File: config.mk
export PLATFORM = sky130hd
export DESIGN_NAME = rbrk4_mac
export DESIGN_NICKNAME = d
export VERILOG_FILES = /design/src/hw/rtl/rbrk4_pkg.sv /design/src/hw/rtl/rbrk4_mac.sv
export SDC_FILE = /design/constraint.sdc
export NUM_CORES = 2
export LEC_CHECK = 0
export BUFFER_PORTS_ARGS = -buffer_cell sky130_fd_sc_hd__buf_2
export CAP_MARGIN = 20
export CORE_ASPECT_RATIO = 1.5
export CORE_MARGIN = 3
export CORE_UTILIZATION = 65
export DETAILED_ROUTE_END_ITERATION = 10
export PLACE_DENSITY = 0.89
export SYNTH_ARGS = -nofsm -noshare
export SYNTH_HDL_FRONTEND = slang
export SYNTH_SLANG_ARGS = --single-unit
File: constraint.sdc
create_clock -name aclk -period 15.07 [get_ports aclk]
set_input_delay 3.014 -clock aclk [delete_from_list [all_inputs] [get_ports aclk]]
set_output_delay 3.014 -clock aclk [all_outputs]
set_load 0.05 [all_outputs]
File: src/hw/rtl/rbrk4_pkg.sv
// Shared types and constants for the rigid-body rate RK4 integrator.
// No dependencies.
package rbrk4_pkg;

    localparam int DATA_W    = 32;
    localparam int ELEM_W    = 21;
    localparam int ROW_W     = 63;
    localparam int ACC_W     = 64;
    localparam int CFG_IDX_W = 3;

    // configuration register indexes
    localparam logic [CFG_IDX_W-1:0] REG_INERTIA0  = 3'd0;
    localparam logic [CFG_IDX_W-1:0] REG_INERTIA1  = 3'd1;
    localparam logic [CFG_IDX_W-1:0] REG_INERTIA2  = 3'd2;
    localparam logic [CFG_IDX_W-1:0] REG_INV0      = 3'd3;
    localparam logic [CFG_IDX_W-1:0] REG_INV1      = 3'd4;
    localparam logic [CFG_IDX_W-1:0] REG_INV2      = 3'd5;
    localparam logic [CFG_IDX_W-1:0] REG_STEP      = 3'd6;

    // operation codes for the shared multiply-accumulate unit
    typedef enum logic [1:0] {
        MAC_CLEAR = 2'd0,   // acc = a*b
        MAC_ADD   = 2'd1,   // acc += a*b
        MAC_SUB   = 2'd2    // acc -= a*b
    } mac_op_t;

    typedef struct packed {
        logic    valid;
        mac_op_t op;
    } mac_ctl_t;

    function automatic logic signed [DATA_W-1:0] sat32(input logic signed [ACC_W-1:0] x);
        logic signed [ACC_W-1:0] hi;
        logic signed [ACC_W-1:0] lo;
        hi = ACC_W'(64'sh7FFF_FFFF);
        lo = -ACC_W'(64'sh8000_0000);
        if (x > hi) return 32'sh7FFF_FFFF;
        if (x < lo) return 32'sh8000_0000;
        return x[DATA_W-1:0];
    endfunction

endpackage

File: src/hw/rtl/rbrk4_mac.sv
// Shared signed 33x33 multiply-accumulate unit with a registered product.
// Depends on rbrk4_pkg.
module rbrk4_mac (
    input  logic                            aclk,
    input  rbrk4_pkg::mac_ctl_t             ctl,
    input  logic signed [32:0]              op_a,
    input  logic signed [32:0]              op_b,
    output logic signed [rbrk4_pkg::ACC_W-1:0] acc
);
    import rbrk4_pkg::*;

    logic signed [ACC_W-1:0] prod_reg;
    mac_ctl_t                ctl_reg;
    logic signed [ACC_W-1:0] acc_reg;
    logic signed [ACC_W-1:0] acc_next;

    always_ff @(posedge aclk) begin
        prod_reg <= ACC_W'(op_a * op_b);
        ctl_reg  <= ctl;
        acc_reg  <= acc_next;
    end

    always_comb begin
        acc_next = acc_reg;
        if (ctl_reg.valid) begin
            case (ctl_reg.op)
                MAC_CLEAR: acc_next = prod_reg;
                MAC_ADD:   acc_next = acc_reg + prod_reg;
                MAC_SUB:   acc_next = acc_reg - prod_reg;
                default:   acc_next = acc_reg;
            endcase
        end
    end

    assign acc = acc_reg;

endmodule

==> metrics.txt <==
flops & latches, synth 131; Clock Sink Count 131; crit path launch op_b[9]; crit path time final 10.89 ns; Vias 37097; gr usage total 39.5%; First-pass DRT Iterations 8; cell area after synthesis 47200 um2; fin crit share 72.2%; Die Ht 336 um; initial core utilization 65.9%; first-pass GRT wire length 225000 um; buffer levels on the longest clock path 2; register area share after synthesis 6.91%; DIE AREA 76000 um2; compound-gate portion of the synthesized area 6.58%; GRT Residual Overflow 0; crit path to prod_reg[60]$_DFF_P_; Max Cap Viol 0; CTS resizes 0; # IOs 134; asr flop ratio synth 0%; count leader, synth inv_1; largest net degree at the start of global routing 83; RR Endpoint acc[63]$_DFFE_PP_; Num CTS Buffers 17; critical path's top delay family adder cells; final hold vios 0; unrepaired setup endpoints after global routing false; hpwl dp 106000 um; CTS tree done; Commonest cells post-synth 1160 x inv_1, 1126 x fa_1, 639 x nand2_1; max-slew violation count 0; worst-margin pin slew 0.990 ns; GP Congestion 0.982; Ys Warns 0; insertion delay to the later sink of the worst-skew pair 0.45 ns; CP required 15.40 ns; Post-Synth Adder-Cell Area 55.1%; via count of the first global-routing pass 42092; DR WL/cell 23.6 um; Post-Synth XOR/XNOR Area 3.60%; crit path kind in -> reg; Worst-path clk slew 0.06 ns; Final #Nets 6569; die width 226 um; Final Setup Violations 0; P&R area growth vs syn 3.33%; crit start category primary input; outcome finished, final reports clean; Worst path slowest cell fa_1; DRC viols 0; worst hold-check path type reg -> reg; Critical Path AT 11.21 ns; highest fanout seen on the critical path 33; dominant cell type by area after synthesis fa_1; synth top area cells fa_1 48%, inv_1 9.2%, and2_1 7.6%, ha_1 7.4%, nand2_1 5.1%; CP Capture Type flip-flop; multiplexer share of the synthesized area 0.156%; Worst R2R Setup Slack 8.48 ns; FF-to-FF Start prod_reg[12]$_DFF_P_; drt total wl 142000 um; Synth top area share 47.7%; H-tree levels 4; simple-gate share of the synthesized area 16.4%; Mapped Avg Cell Area 9.11 um2; Synth Flop Type dfxtp_1; Worst Skew 0.00937 ns; synthesized instance count 5184; postcts setup bufs 0; library cells used by synthesis 73; Reg2Reg Depth 19; Row Count 120; Setup TNS 0 ns; post-DR vias/cell 6.16; main combinational cell family by area after synthesis adder cells; CP Depth 25; Worst Path Buf+Inv 6; Worst path max stage delay 1.04 ns; Worst Hold Depth 1; core area 71600 um2; initial antenna violation count 7; syn_nets 6658; CP most frequent cell fa_1; Antenna Violating Nets Remaining 0; CTS Hold Bufs 0; max frequency 91.9 MHz; # port buffers 133; Iteration-0 DRC Markers 2962; worst relative slew slack 33.8%; number of flops mapped to enable cells by yosys 64; fraction of layout cells with a size suffix above 1 3.94%; Clock Tree Root clkbuf_16
==> worst min-delay path by stage <==
stage | slack [ns] | endpoint | from
after floorplan | 0.53 | acc[63]$_DFFE_PP_ | prod_reg[63]$_DFF_P_
after global placement | 0.55 | acc[63]$_DFFE_PP_ | prod_reg[63]$_DFF_P_
after detailed placement | 0.54 | acc[63]$_DFFE_PP_ | prod_reg[63]$_DFF_P_
after CTS | 0.56 | acc[63]$_DFFE_PP_ | prod_reg[63]$_DFF_P_
after global routing | 0.60 | acc[63]$_DFFE_PP_ | prod_reg[63]$_DFF_P_
final | 0.55 | acc[63]$_DFFE_PP_ | prod_reg[63]$_DFF_P_
==> routing by layer <==
metal | up-vias | share of wire (%) | track usage (%)
li1 | 15234 | - | -
met1 | 18487 | 29 | 38.9
met2 | 2354 | 49 | 66.3
met3 | 1020 | 9.7 | 10.1
met4 | 2 | 13 | 38.5
met5 | - | 0.032 | 0.774
==> through the flow <==
step,setup WS (ns),instance area [um2],hold slack (ns),util (%),instances
global route,3.87,48800,0.602,68.1,6023
global placement,4.12,48200,0.549,67.2,5990
floorplan,5.03,47200,0.528,-,5184
CTS,4.43,48800,0.558,68.1,6022
detailed placement,3.99,48200,0.541,67.2,5990
finish,4.18,48800,0.553,68.1,6027
==> placed cells by master, fill, tap and decap left out, types with 18 or more instances in the layout <==
master and n:
nand3_1 18, o21bai_1 19, edfxtp_1 64, ha_1 277, nand4_1 26, buf_2 133
o21ai_0 124, and2_1 570, dfxtp_1 67, a21o_1 77, xnor2_1 145, nor2_1 102
fa_1 1126, nor2b_1 45, nand2_1 639, nand2b_1 19, a21oi_1 166, nor3_1 39
a31oi_1 26, inv_1 1160, xor2_1 49
==> worst reg2reg max path: stages (launching register included) <==
cell,delay [ns]
dfxtp_1,0.38
nor4_2,0.49
nand3_2,0.24
nor3_1,0.59
and2_1,0.32
nor3b_1,0.66
and3_1,0.50
nor2_1,0.10
xnor2_1,0.17
ha_1,0.40
nand4_1,0.14
nor2_1,0.26
nand3_1,0.15
a311oi_1,0.47
nor3_1,0.20
o21ai_1,0.24
a311oi_1,0.21
o31ai_1,0.42
mux2i_1,0.30
xor2_1,0.10
==> cell type report <==
class / count / area, um2
timing repair buffer: 142 / 741
fill: 5251 / 22800
sequential: 131 / 3260
antenna: 4 / 10.0
multi-input combinational: 3642 / 38700
tap: 915 / 1140
clock inverter: 15 / 189
inverter: 1161 / 4360
clock buffer: 17 / 425
==> cell families after synthesis <==
logic type,after synthesis
AO/OA/AOI/OAI,508
XOR/XNOR,194
adder cells (fa/ha/maj),1404
buffers and inverters,1411
flip-flops,131
multiplexers,7
AND/OR/NAND/NOR,1529
Power is left out: the tool's default activity adds up to more than one toggle a clock period on the data nets, which glitch-free logic cannot reach.
